### src/sv/efe_pkg.sv
`default_nettype none
// ----------------------------------------------------------------------------
// efe_pkg
// Shared types and byte codes for the escaped frame encoder.
// ----------------------------------------------------------------------------
package efe_pkg;

	localparam logic [7:0] START_BYTE = 8'h1a;
	localparam logic [7:0] ESC_BYTE   = 8'h1b;
	localparam logic [7:0] STOP_BYTE  = 8'h1c;
	localparam logic [7:0] ESC_BASE   = 8'h19;
	localparam logic [7:0] ERR_BYTE   = 8'h00;

	localparam logic CMD_OPEN = 1'b0;
	localparam logic CMD_DATA = 1'b1;

	localparam int unsigned MAX_RESULTS = 4;

	typedef logic [1:0] res_idx_t;

	typedef struct packed {
		logic [MAX_RESULTS-1:0][7:0] bytes;
		res_idx_t                    last_idx;
		logic                        stop;
		logic                        err;
	} burst_t;

endpackage
`default_nettype wire

### src/sv/efe_encode.sv
`default_nettype none
// ----------------------------------------------------------------------------
// efe_encode
// Frame state and byte escaping; turns one input item into a burst of bytes.
// ----------------------------------------------------------------------------
module efe_encode import efe_pkg::*; (
	input  wire logic       clk,
	input  wire logic       arst_n,
	input  wire logic       accept,
	input  wire logic       command,
	input  wire logic [7:0] frame_code,
	input  wire logic [7:0] payload_len,
	input  wire logic [7:0] data_byte,
	output burst_t          burst
);

	logic       frame_open_q;
	logic [7:0] bytes_left_q;
	logic       frame_open_d;
	logic [7:0] bytes_left_d;
	logic [7:0] left_dec;
	logic       closing;
	logic       esc;

	always_comb begin
		left_dec     = bytes_left_q - 8'd1;
		closing      = (left_dec == 8'd0);
		esc          = (data_byte == START_BYTE) || (data_byte == ESC_BYTE) ||
		               (data_byte == STOP_BYTE);
		burst        = '0;
		frame_open_d = frame_open_q;
		bytes_left_d = bytes_left_q;
		if (command == CMD_OPEN) begin
			if (frame_open_q) begin
				burst.bytes[0] = ERR_BYTE;
				burst.err      = 1'b1;
			end else begin
				burst.bytes[0] = START_BYTE;
				burst.bytes[1] = frame_code;
				burst.bytes[2] = payload_len;
				burst.bytes[3] = STOP_BYTE;
				if (payload_len == 8'd0) begin
					burst.last_idx = res_idx_t'(3);
					burst.stop     = 1'b1;
				end else begin
					burst.last_idx = res_idx_t'(2);
					frame_open_d   = 1'b1;
					bytes_left_d   = payload_len;
				end
			end
		end else begin
			if (!frame_open_q) begin
				burst.bytes[0] = ERR_BYTE;
				burst.err      = 1'b1;
			end else begin
				bytes_left_d = left_dec;
				burst.stop   = closing;
				if (closing) begin
					frame_open_d = 1'b0;
				end
				if (esc) begin
					burst.bytes[0] = data_byte - ESC_BASE;
					burst.bytes[1] = ESC_BYTE;
					burst.bytes[2] = STOP_BYTE;
					burst.last_idx = closing ? res_idx_t'(2) : res_idx_t'(1);
				end else begin
					burst.bytes[0] = data_byte;
					burst.bytes[1] = STOP_BYTE;
					burst.last_idx = closing ? res_idx_t'(1) : res_idx_t'(0);
				end
			end
		end
	end

	always_ff @(posedge clk or negedge arst_n) begin
		if (!arst_n) begin
			frame_open_q <= 1'b0;
			bytes_left_q <= 8'd0;
		end else if (accept) begin
			frame_open_q <= frame_open_d;
			bytes_left_q <= bytes_left_d;
		end
	end

`ifndef SYNTHESIS
	a_open_has_bytes: assert property (@(posedge clk) disable iff (!arst_n)
		frame_open_q |-> (bytes_left_q != 8'd0))
		else $error("open frame with no bytes left");
	a_closed_no_bytes: assert property (@(posedge clk) disable iff (!arst_n)
		!frame_open_q |-> (bytes_left_q == 8'd0))
		else $error("closed frame with bytes left");
`endif

endmodule
`default_nettype wire

### src/sv/efe_burst_out.sv
`default_nettype none
// ----------------------------------------------------------------------------
// efe_burst_out
// Result register; sends a stored burst one byte per output transaction.
// ----------------------------------------------------------------------------
module efe_burst_out import efe_pkg::*; (
	input  wire logic       clk,
	input  wire logic       arst_n,
	input  wire logic       load,
	input  wire burst_t     burst,
	output logic            can_load,
	output logic            out_valid,
	input  wire logic       out_ready,
	output logic [7:0]      out_byte,
	output logic            run_last,
	output logic            frame_end,
	output logic            error
);

	burst_t   burst_s1;
	logic     valid_q;
	res_idx_t idx_q;
	logic     take;
	logic     done;

	always_comb begin
		take      = valid_q && out_ready;
		done      = take && (idx_q == burst_s1.last_idx);
		can_load  = !valid_q || done;
		out_valid = valid_q;
		out_byte  = burst_s1.bytes[idx_q];
		run_last  = (idx_q == burst_s1.last_idx);
		frame_end = run_last && burst_s1.stop;
		error     = burst_s1.err;
	end

	always_ff @(posedge clk or negedge arst_n) begin
		if (!arst_n) begin
			valid_q <= 1'b0;
			idx_q   <= '0;
		end else if (load) begin
			valid_q <= 1'b1;
			idx_q   <= '0;
		end else if (done) begin
			valid_q <= 1'b0;
		end else if (take) begin
			idx_q <= idx_q + res_idx_t'(1);
		end
	end

	always_ff @(posedge clk) begin
		if (load) begin
			burst_s1 <= burst;
		end
	end

`ifndef SYNTHESIS
	a_idx_in_range: assert property (@(posedge clk) disable iff (!arst_n)
		valid_q |-> (idx_q <= burst_s1.last_idx))
		else $error("result index past end of burst");
	a_err_single: assert property (@(posedge clk) disable iff (!arst_n)
		(valid_q && burst_s1.err) |-> (burst_s1.last_idx == res_idx_t'(0)))
		else $error("error burst longer than one result");
`endif

endmodule
`default_nettype wire

### src/sv/escaped_frame_encoder.sv
`default_nettype none
// ----------------------------------------------------------------------------
// escaped_frame_encoder
// Frame builder for a byte-stuffed serial link.
//
// The input channel (in_valid/in_ready) takes one item per transaction: an
// open with a frame code and payload length, or one payload byte. The output
// channel (out_valid/out_ready) gives one line byte per transaction, with
// run_last on the final byte an item causes, frame_end on a stop byte and
// error on the single result of a rejected item.
// An item accepted at one edge shows its first byte in the next cycle. Each
// item gives one to four bytes and the output port moves one byte a cycle
// while out_ready is high; the next item is accepted in the cycle the last
// byte of the current one is taken.
// Reset closes any frame and empties the result register. When the receiver
// stalls, the current byte holds and in_ready stays low once the result
// register still has bytes left to send.
// ----------------------------------------------------------------------------
module escaped_frame_encoder import efe_pkg::*; (
	input  wire logic       clk,
	input  wire logic       arst_n,
	input  wire logic       in_valid,
	output logic            in_ready,
	input  wire logic       command,
	input  wire logic [7:0] frame_code,
	input  wire logic [7:0] payload_len,
	input  wire logic [7:0] data_byte,
	output logic            out_valid,
	input  wire logic       out_ready,
	output logic [7:0]      out_byte,
	output logic            run_last,
	output logic            frame_end,
	output logic            error
);

	burst_t burst;
	logic   can_load;
	logic   accept;

	assign in_ready = can_load;
	assign accept   = in_valid && can_load;

	efe_encode u_encode (
		.clk         (clk),
		.arst_n      (arst_n),
		.accept      (accept),
		.command     (command),
		.frame_code  (frame_code),
		.payload_len (payload_len),
		.data_byte   (data_byte),
		.burst       (burst)
	);

	efe_burst_out u_burst_out (
		.clk       (clk),
		.arst_n    (arst_n),
		.load      (accept),
		.burst     (burst),
		.can_load  (can_load),
		.out_valid (out_valid),
		.out_ready (out_ready),
		.out_byte  (out_byte),
		.run_last  (run_last),
		.frame_end (frame_end),
		.error     (error)
	);

endmodule
`default_nettype wire

### config.mk
export PLATFORM = sky130hd
export DESIGN_NAME = escaped_frame_encoder
export DESIGN_NICKNAME = d
export VERILOG_FILES = /design/src/sv/efe_pkg.sv /design/src/sv/efe_encode.sv /design/src/sv/efe_burst_out.sv /design/src/sv/escaped_frame_encoder.sv
export SDC_FILE = /design/constraint.sdc
export NUM_CORES = 1
export LEC_CHECK = 0
export BUFFER_PORTS_ARGS = -buffer_cell sky130_fd_sc_hd__buf_2
export CAP_MARGIN = 25
export CELL_PAD_IN_SITES_DETAIL_PLACEMENT = 1
export CELL_PAD_IN_SITES_GLOBAL_PLACEMENT = 2
export CORE_MARGIN = 1
export CORE_UTILIZATION = 25
export DETAILED_ROUTE_END_ITERATION = 10
export PLACE_DENSITY_LB_ADDON = 0.2
export SYNTH_ARGS = -nofsm -noshare
export SYNTH_HDL_FRONTEND = slang
export SYNTH_HIERARCHICAL = 1
export SYNTH_SLANG_ARGS = --single-unit
### constraint.sdc
create_clock -name clk -period 4.5 [get_ports clk]
set_input_delay 0.675 -clock clk [delete_from_list [all_inputs] [get_ports clk]]
set_output_delay 0.675 -clock clk [all_outputs]
set_load 0.05 [all_outputs]
Word level (Yosys, flattened, before mapping)
Index checks and enable logic that the tools add are counted.

Equal/unequal tests: 8. Add/sub/neg operators: 3. Multiplexer cells: 31. Reduce and logical (&&, ||, !) cells: 14. Order comparisons: 1.

Operators with widths (count): 8-bit 2-to-1 mux (6); 28-bit 2-to-1 mux (1); 13-bit 2-to-1 mux (2); 8-bit by 5-bit == test with 1-bit output (second input constant) (3); 21-bit 2-to-1 mux (1); 8-bit binary-select mux with 2-bit select (1); 8-bit logical NOT (2); 1-bit 2-to-1 mux (12); 5-bit 2-to-1 mux (2); 2-bit 2-to-1 mux (4); 8-bit by 1-bit subtractor with 8-bit output (second input constant) (1); 8-bit by 5-bit subtractor with 8-bit output (second input constant) (1); 3-bit 2-to-1 mux (2); 2-bit inequality test (second input constant) (3); 1-bit logical AND (4); 4-bit AND reduction (1); 2-bit nonzero test (2); 1-bit logical OR (3); 2-bit by 3-bit less-than comparator with 1-bit output (second input constant) (1); 2-bit by 1-bit adder with 2-bit output (second input constant) (1); 2-bit == test (1); 2-bit by 1-bit inequality test with 1-bit output (second input constant) (1); 2-bit AND reduction (1); 1-bit logical NOT (1).

Word-level logic and storage cells: 68. Register bits: 48.

Logic depth before layout (Yosys ltp)
Gate-level depths: netlist of the first run.

Depth in word-level cells: 6. Gate-level depth with buffers: 9.

Modules after synthesis
Netlist of the first run, hierarchy kept.

By module, submodules not included: efe_burst_out (instances 1, seq. area each 1156.1 sq um, cells each 66, area each 1478.9 sq um); efe_encode (instances 1, seq. area each 225.2 sq um, cells each 159, area each 1194.9 sq um); escaped_frame_encoder (instances 1, seq. area each 0.0 sq um, cells each 1, area each 6.3 sq um).

Worst setup path before layout of the first run
Ideal clock, no wire load.

Path type: register -> register. From: register u_burst_out.idx_q[1]. To: register u_encode.bytes_left_q[2]. Required time: 4.374 ns. Setup time: 0.126 ns. Arrival time: 3.245 ns. Stages on the path, launching flop included: 9. Setup slack: 1.129 ns. Period minus slack after synthesis: 3.371 ns. Cells stage by stage: dfrtp_1 > xnor2_1 > nand3_1 > nand2_1 > and2_1 > nor2b_1 > o311ai_4 > buf_6 > o311a_1.

Cells in the longest elaborated chain, start to end: 5.

RTL lines: from (decl) (line efe_burst_out.sv:22) `res_idx_t idx_q;`; from (signal assigned) (line efe_burst_out.sv:47) `idx_q <= idx_q + res_idx_t'(1);`; 2-bit == test (line efe_burst_out.sv:28) `done = take && (idx_q == burst_s1.last_idx);`; 1-bit logical AND (line efe_burst_out.sv:28); 1-bit logical OR (line efe_burst_out.sv:29) `can_load = !valid_q || done;`; named net in_ready (line escaped_frame_encoder.sv:23) `output logic in_ready,`; 1-bit logical AND (line escaped_frame_encoder.sv:41) `assign accept = in_valid && can_load;`; named net accept (line escaped_frame_encoder.sv:38) `logic accept;`; 4-bit AND reduction (no source line); to (signal assigned) (line efe_encode.sv:81) `bytes_left_q <= bytes_left_d;`; to (decl) (line efe_encode.sv:18) `logic [7:0] bytes_left_q;`.

The timed path passes the listed nets, and every way through them passes these cells. A chain may end at the register's enable or synchronous reset.

Final worst setup path of the first run
From: register u_burst_out.idx_q[1]. To: register u_encode.bytes_left_q[0].

Cells in the longest elaborated chain, start to end: 5.

RTL lines (line): 2-bit == test (efe_burst_out.sv:28); 1-bit logical AND (efe_burst_out.sv:28); 1-bit logical OR (efe_burst_out.sv:29); 1-bit logical AND (escaped_frame_encoder.sv:41); named net accept (escaped_frame_encoder.sv:38); 4-bit AND reduction (no source line).

The timed path passes the listed nets, and every way through them passes these cells.

==> run_results.csv, run 1 <==
group,metric,value,unit
yosys,synth.top_cell.area_share,0.403,
yosys,synth_fa_ha_area_frac,0.0373,
route,wl_per_cell,17.3,um
route,num_vias,1871,
critical_path,cp_max_fanout,16,
grt,grt_pass1_wl,11000,um
clock_tree,h-tree-depth,2,
floorplanning,floorplan.core_area,10400,sq um
clock_tree,cts.sink_count,48,
critical_path,cp-end-kind,"flip-flop",
critical_path,reg2regPathDepth,8,
yosys,synth.yosys.seq_area_share,0.515,
grt,grt.overflow.total,0,
yosys,synth.mux.area_fraction,0.0845,
yosys,synth_async_sr_flop_share,0.250,
critical_path,reg2reg_setup_slack,1.82,ns
yosys,synth_top_area_cell,"sky130_fd_sc_hd__edfxtp_1",
sta,final_skew,0.00933,ns
run_status,run_status,"finished clean",
route,drt-vias-per-instance,4.67,
route,detailedRoute.firstPassIterationCount,4,
floorplanning,floorplan.die.height,106,um
yosys,synth_xor_xnor_area_share,0.0159,
route,count_of_unresolved_drc_violations_after_routing,0,
sta,rsz_0062_raised_after_global_routing,"false",
critical_path,worstSetupPathType,"reg2reg",
yosys,synth_top_cells_by_count,"36 x sky130_fd_sc_hd__edfxtp_1, 25 x sky130_fd_sc_hd__nand2_1, 12 x sky130_fd_sc_hd__dfrtp_1, 12 x sky130_fd_sc_hd__nor2_1, 10 x sky130_fd_sc_hd__and2_1",
pwr,ir_worst_vdd,0.000248,V
final_layout,area.growth.synth_to_final,16.4,%
route,route.final.wire_length,6940,um
sta,final.setup.tns,0,ns
yosys,synth-compound-area-share,0.120,
yosys,number_of_synthesized_flops_with_an_enable_pin,36,
flow_run,cap_viol_max_count,0,
critical_path,timing.critical_path.required,4.74,ns
clock_tree,cts.clk_slew.worst_paths,0.10,ns
clock_tree,hold_buf_count_cts,0,
floorplanning,floorplan.initialDensity,0.258,
yosys,synthMostInstantiatedCell,"sky130_fd_sc_hd__edfxtp_1",
yosys,yosysUniqueCellTypes,58,
pwr,power_density,605,nW/um^2
sta,finalCritPeriodShare,0.596,
grt,grt_antenna_before_repair,0,
floorplanning,rows,37,
floorplanning,top_level_port_count,42,
placed_design,io_buffer_count,41,
final_layout,num-nets-final,301,
final_layout,insertedDiodeCount,0,
grt,grt_total_usage,0.132,
clock_tree,cts_tree,"done",
yosys,syn-instance-count,226,
yosys,avgSynthCellArea,11.9,sq um
pwr,cellLeakagePower,1.21,nW
sta,finalCriticalPeriod,2.68,ns
sta,relSlewSlack,0.525,
floorplanning,floorplan.die.width,106,um
sta,worst_slew_pin_slew,0.712,ns
yosys,synth_area,2680,sq um
critical_path,cp-start-kind,"flip-flop",
yosys,post_synth_and_or_nand_nor_area_fraction,0.176,
sta,hold_viol_final,0,
worst_hold_path,worstHoldPathType,"in2async",
clock_tree,post_cts.resized_instances,0,
yosys,yosys_warn_count,6,
yosys,synth_top_flop_cell,"sky130_fd_sc_hd__edfxtp_1",
floorplanning,dieArea,11100,sq um
sta,fmax,373,MHz
grt,grt_start_max_net_pins,44,
clock_tree,cts_buffers,5,
placed_design,place.gp.congestion,0.777,
clock_tree,post-cts-setup-buffer-count,0,
clock_tree,clock_tree.buffer_depth,2,
critical_path,arrival_time_at_the_worst_endpoint,2.92,ns
grt,first_global_vias,1938,
yosys,synth_register_bits,48,
route,ant_nets,0,
clock_tree,ctsRootBufferMaster,"sky130_fd_sc_hd__clkbuf_8",
yosys,post_synth_main_area_contributors,"sky130_fd_sc_hd__edfxtp_1 40%, sky130_fd_sc_hd__dfrtp_1 11%, sky130_fd_sc_hd__mux4_2 5.9%, sky130_fd_sc_hd__ha_1 3.7%, sky130_fd_sc_hd__nand2_1 3.5%",
route,first_iter_violations,62,
placed_design,place_hpwl,5200,um
yosys,synth_top_family_by_area,"simple AND/OR/NAND/NOR gates",
sta,setup_violations,0,
clock_tree,clock_insertion_delay_worst_skew,0.31,ns
pwr,totalPowerFinal,0.00189,W
sta,final-max-slew-violation-count,0,
final_layout,layout-drive-gt1-share,0.275,
==> worst paths after layout <==
kind | startpoint | end
setup / recovery | u_burst_out/idx_q[1]$_DFFE_PN0P_ | u_encode/bytes_left_q[0]$_DFFE_PN0P_
hold / removal | arst_n | u_encode/frame_open_q$_DFFE_PN0P_
setup reg to reg | u_burst_out/idx_q[1]$_DFFE_PN0P_ | u_encode/bytes_left_q[0]$_DFFE_PN0P_
hold reg to reg | u_burst_out/out_valid$_DFFE_PN0P_ | u_burst_out/out_valid$_DFFE_PN0P_
max in group asynchronous | arst_n | u_encode/bytes_left_q[4]$_DFFE_PN0P_
min in group clk | u_burst_out/out_valid$_DFFE_PN0P_ | u_burst_out/out_valid$_DFFE_PN0P_
==> worst max-delay path: stages, from the launching register on <==
cell and delay [ns]:
sky130_fd_sc_hd__dfrtp_1 0.58, sky130_fd_sc_hd__xnor2_1 0.43, sky130_fd_sc_hd__nand3_1 0.16, sky130_fd_sc_hd__nand2_1 0.10, sky130_fd_sc_hd__and2_2 0.18, sky130_fd_sc_hd__nor2b_1 0.36
sky130_fd_sc_hd__o311ai_4 0.31, sky130_fd_sc_hd__or3_1 0.41, sky130_fd_sc_hd__o21ai_1 0.08
==> power by group <==
part	total, W	leakage, nW	internal [W]	switching (W)
Sequential	0.000744	0.487	0.000619	0.000125
Clock	0.000387	0.0687	0.000224	0.000163
Combinational	0.000758	0.659	0.000260	0.000498
Total	0.00189	1.21	0.00110	0.000785
==> registers in the layout, summed over array words and instances (netlist names) <==
name and count:
u_burst_out/burst_s1 35, u_burst_out/error 1, u_burst_out/idx_q 2, u_burst_out/out_valid 1
u_encode/bytes_left_q 8, u_encode/frame_open_q 1
==> cells in the final DEF, fill, tap and decap left out, types with 3 or more instances in the layout <==
master,instances
sky130_fd_sc_hd__clkbuf_8,5
sky130_fd_sc_hd__nand2b_1,3
sky130_fd_sc_hd__a31oi_1,3
sky130_fd_sc_hd__o21ai_0,6
sky130_fd_sc_hd__o21a_1,3
sky130_fd_sc_hd__and2_1,9
sky130_fd_sc_hd__dfrtp_1,12
sky130_fd_sc_hd__nand2_1,25
sky130_fd_sc_hd__nor3_1,5
sky130_fd_sc_hd__or3_1,3
sky130_fd_sc_hd__nor2b_1,6
sky130_fd_sc_hd__o21ai_1,5
sky130_fd_sc_hd__conb_1,5
sky130_fd_sc_hd__edfxtp_1,36
sky130_fd_sc_hd__mux4_2,7
sky130_fd_sc_hd__or4_1,3
sky130_fd_sc_hd__nand3_1,3
sky130_fd_sc_hd__ha_1,8
sky130_fd_sc_hd__nor2_1,12
sky130_fd_sc_hd__buf_2,41
sky130_fd_sc_hd__a21oi_1,9
sky130_fd_sc_hd__inv_1,7
==> routing by layer <==
layer | global-route usage | routed length, um | vias to the layer above
met4 | 0.0298 | 50 | 0
met3 | 0.0204 | 181 | 5
met1 | 0.177 | 3380 | 929
met2 | 0.224 | 3320 | 34
met5 | 0 | 0 | -
li1 | - | - | 903
==> metrics by stage <==
step / hold slack (ns) / cell area, sq um / utilization / std cells / worst slack [ns]
floorplan: 0.379 / 2700 / - / 230 / 1.13
global placement: 0.559 / 2980 / 0.288 / 393 / 1.69
detailed placement: 0.564 / 2980 / 0.288 / 393 / 1.57
CTS: 0.277 / 3120 / 0.301 / 401 / 1.74
global route: 0.287 / 3120 / 0.301 / 401 / 1.51
finish: 0.270 / 3120 / 0.301 / 401 / 1.82
==> logic make-up (layout without fill, tap and decap cells) <==
family / Yosys count / in the layout
compound gates: 44 / 44
xor+xnor: 4 / 4
fa+ha+maj: 8 / 8
buf+inv: 24 / 59
flops: 48 / 48
mux: 12 / 12
other cells: 1 / 5
simple gates: 85 / 85
==> layout make-up <==
type / count / area (sq um)
inverters: 8 / 30.0
repair buffers: 43 / 220
flip-flops and latches: 48 / 1380
clock buffers: 5 / 68.8
clock inverters: 3 / 68.8
fillers: 1205 / 7250
well taps: 136 / 170
multi-input cells: 158 / 1180
No activity file was read; power rests on OpenSTA's default activity.
==> run 2: changes to the inputs <==
clock period = 2.7 ns   (was 4.5 ns; I/O delays follow)
==> run 2 against run 1 <==
Total power grew 67%. Largest cell class unchanged. Hold slack lost 0.27 ns. Sequential power grew 57%. Clock skew is essentially flat. Maximum frequency grew 17%. Critical path depth is the same. Largest power group unchanged. Final cell count grew 1.5%.
==> run_results.csv, run 2 (synthesis results as in run 1) <==
group,metric,value,unit
run_status,run_status,"finished clean",
critical_path,arrival_time_at_the_worst_endpoint,2.53,ns
clock_tree,cts_buffers,5,
critical_path,timing.critical_path.required,2.92,ns
route,first_iter_violations,70,
critical_path,cp_slowest_cell,"sky130_fd_sc_hd__or3_1",
sta,final-max-slew-violation-count,0,
grt,grt_antenna_before_repair,0,
placed_design,dpl_worst_slack,0.370,ns
sta,fmax,434,MHz
clock_tree,cts.sink_count,48,
final_layout,num-nets-final,307,
floorplanning,floorplan.initialDensity,0.258,
grt,grt_total_usage,0.128,
critical_path,path_cells,"xnor2_1, nand3_1, nand2_2, and2_4, nor2b_1, o311ai_4, or3_1, o21ai_1",
sta,final_skew,0.00967,ns
placed_design,place_hpwl,5210,um
final_layout,largest_registers,"u_burst_out/burst_s1 x35, u_encode/bytes_left_q x8, u_burst_out/idx_q x2",
clock_tree,hold_buf_count_cts,0,
grt,grt_start_max_net_pins,44,
clock_tree,post_cts.resized_instances,0,
pwr,power.combinational.fraction,0.429,
floorplanning,floorplan.core_area,10400,sq um
final_layout,layout-drive-gt1-share,0.295,
critical_path,cp-start-kind,"flip-flop",
sta,hold_viol_final,0,
clock_tree,clock_insertion_delay_worst_skew,0.30,ns
pwr,clock_share_of_power,0.199,
final_layout,mostFrequentLayoutCells,"41 x sky130_fd_sc_hd__buf_2, 36 x sky130_fd_sc_hd__edfxtp_1, 24 x sky130_fd_sc_hd__nand2_1",
grt,first_global_vias,1955,
clock_tree,ctsRootBufferMaster,"sky130_fd_sc_hd__clkbuf_8",
placed_design,io_buffer_count,41,
floorplanning,dieArea,11100,sq um
sta,worst_slack,0.397,ns
critical_path,cp-end-kind,"flip-flop",
route,count_of_unresolved_drc_violations_after_routing,0,
clock_tree,h-tree-depth,2,
pwr,seq_power_share,0.371,
critical_path,reg2regPathDepth,8,
final_layout,regMostFlops,"u_burst_out/burst_s1",
floorplanning,floorplan.die.width,106,um
placed_design,place.gp.congestion,0.752,
clock_tree,clock_tree.buffer_depth,2,
clock_tree,cts.clk_slew.worst_paths,0.10,ns
critical_path,worstSetupPathType,"reg2reg",
pwr,switchingPower,0.00129,W
clock_tree,post-cts-setup-buffer-count,0,
clock_tree,cts_tree,"done",
critical_path,crit-reg2reg-capture,"u_encode/bytes_left_q[0]$_DFFE_PN0P_",
pwr,internal_power,0.00186,W
sta,setup_violations,0,
floorplanning,floorplan.die.height,106,um
pwr,power_density,997,nW/um^2
final_layout,filler_cell_count,1198,
route,num_vias,1907,
worst_hold_path,worstHoldPathType,"in2async",
critical_path,reg2reg_setup_slack,0.40,ns
route,wl_per_cell,16.9,um
floorplanning,rows,37,
critical_path,worstReg2RegStart,"u_burst_out/idx_q[1]$_DFFE_PN0P_",
final_layout,layoutNonFillerInstCount,407,
sta,final.setup.tns,0,ns
sta,finalCriticalPeriod,2.30,ns
route,detailedRoute.firstPassIterationCount,4,
critical_path,critical_path.top_delay_family,"simple AND/OR/NAND/NOR gates",
pwr,ir_worst_vdd,0.000579,V
grt,grt.overflow.total,0,
sta,finalCritPeriodShare,0.853,
critical_path,cp_max_fanout,16,
pwr,power.share.switching,0.409,
sta,rsz_0062_raised_after_global_routing,"false",
critical_path,cp.buffers_inverters,0,
critical_path,slowest_delay,0.41,ns
flow_run,cap_viol_max_count,0,
sta,worst_slew_pin_slew,0.710,ns
route,drt-vias-per-instance,4.69,
final_layout,insertedDiodeCount,0,
final_layout,area.growth.synth_to_final,18.2,%
final_layout,largest_register_ff_count,35,
pwr,cellLeakagePower,1.25,nW
placed_design,dp_cells,399,
floorplanning,top_level_port_count,42,
grt,grt_pass1_wl,10800,um
route,ant_nets,0,
final_layout,leading_cell_type_in_the_layout_fill_and_taps_excluded,"sky130_fd_sc_hd__buf_2",
sta,relSlewSlack,0.525,
route,route.final.wire_length,6890,um
[run 2: worst max-delay path by stage]
stage	cells after the start	to	from	slack, ns
detailed placement	5	u_encode/bytes_left_q[5]$_DFFE_PN0P_	payload_len[6]	0.37
floorplan	8	u_encode/bytes_left_q[2]$_DFFE_PN0P_	u_burst_out/idx_q[1]$_DFFE_PN0P_	0.12
CTS	8	u_encode/bytes_left_q[0]$_DFFE_PN0P_	u_burst_out/idx_q[1]$_DFFE_PN0P_	0.38
global placement	5	u_encode/bytes_left_q[5]$_DFFE_PN0P_	payload_len[6]	0.40
finish	8	u_encode/bytes_left_q[0]$_DFFE_PN0P_	u_burst_out/idx_q[1]$_DFFE_PN0P_	0.40
global route	8	u_encode/bytes_left_q[0]$_DFFE_PN0P_	u_burst_out/idx_q[1]$_DFFE_PN0P_	0.21
[run 2: final cells by class]
type / instances / area (sq um) / area share
well taps: 136 / 170 / 0.0537
repair buffers: 49 / 265 / 0.0837
flip-flops and latches: 48 / 1380 / 0.436
inverters: 8 / 30.0 / 0.00948
multi-input cells: 158 / 1180 / 0.374
clock inverters: 3 / 68.8 / 0.0217
clock buffers: 5 / 68.8 / 0.0217
[run 2: power groups by stage]
stage / combinational (W) / clock, W / sequential (W)
after floorplan: 0.00104 / 0 / 0.00118
after global placement: 0.00137 / 0 / 0.00119
after detailed placement: 0.00138 / 0 / 0.00119
after CTS: 0.00138 / 0.000655 / 0.00118
after global routing: 0.00146 / 0.000683 / 0.00120
final: 0.00136 / 0.000630 / 0.00117
[run 2: metal layers]
| layer | vias to the layer above | share of wire | track usage |
|---|---|---|---|
| met5 | - | 0 | 0 |
| met4 | 0 | 0.012 | 0.0377 |
| met3 | 6 | 0.031 | 0.0216 |
| met2 | 35 | 0.46 | 0.211 |
| met1 | 953 | 0.49 | 0.174 |
| li1 | 913 | - | - |
[run 2: per-stage QoR]
step	hold slack, ns	total power (W)	util	cell area (sq um)
2_1_floorplan	0.109	0.00222	-	2700
3_3_place_gp	0.359	0.00256	0.292	3030
3_5_place_dp	0.354	0.00257	0.292	3030
4_1_cts	0.0134	0.00321	0.306	3170
5_1_grt	0.0144	0.00334	0.306	3170
6_report	0.00400	0.00316	0.306	3170
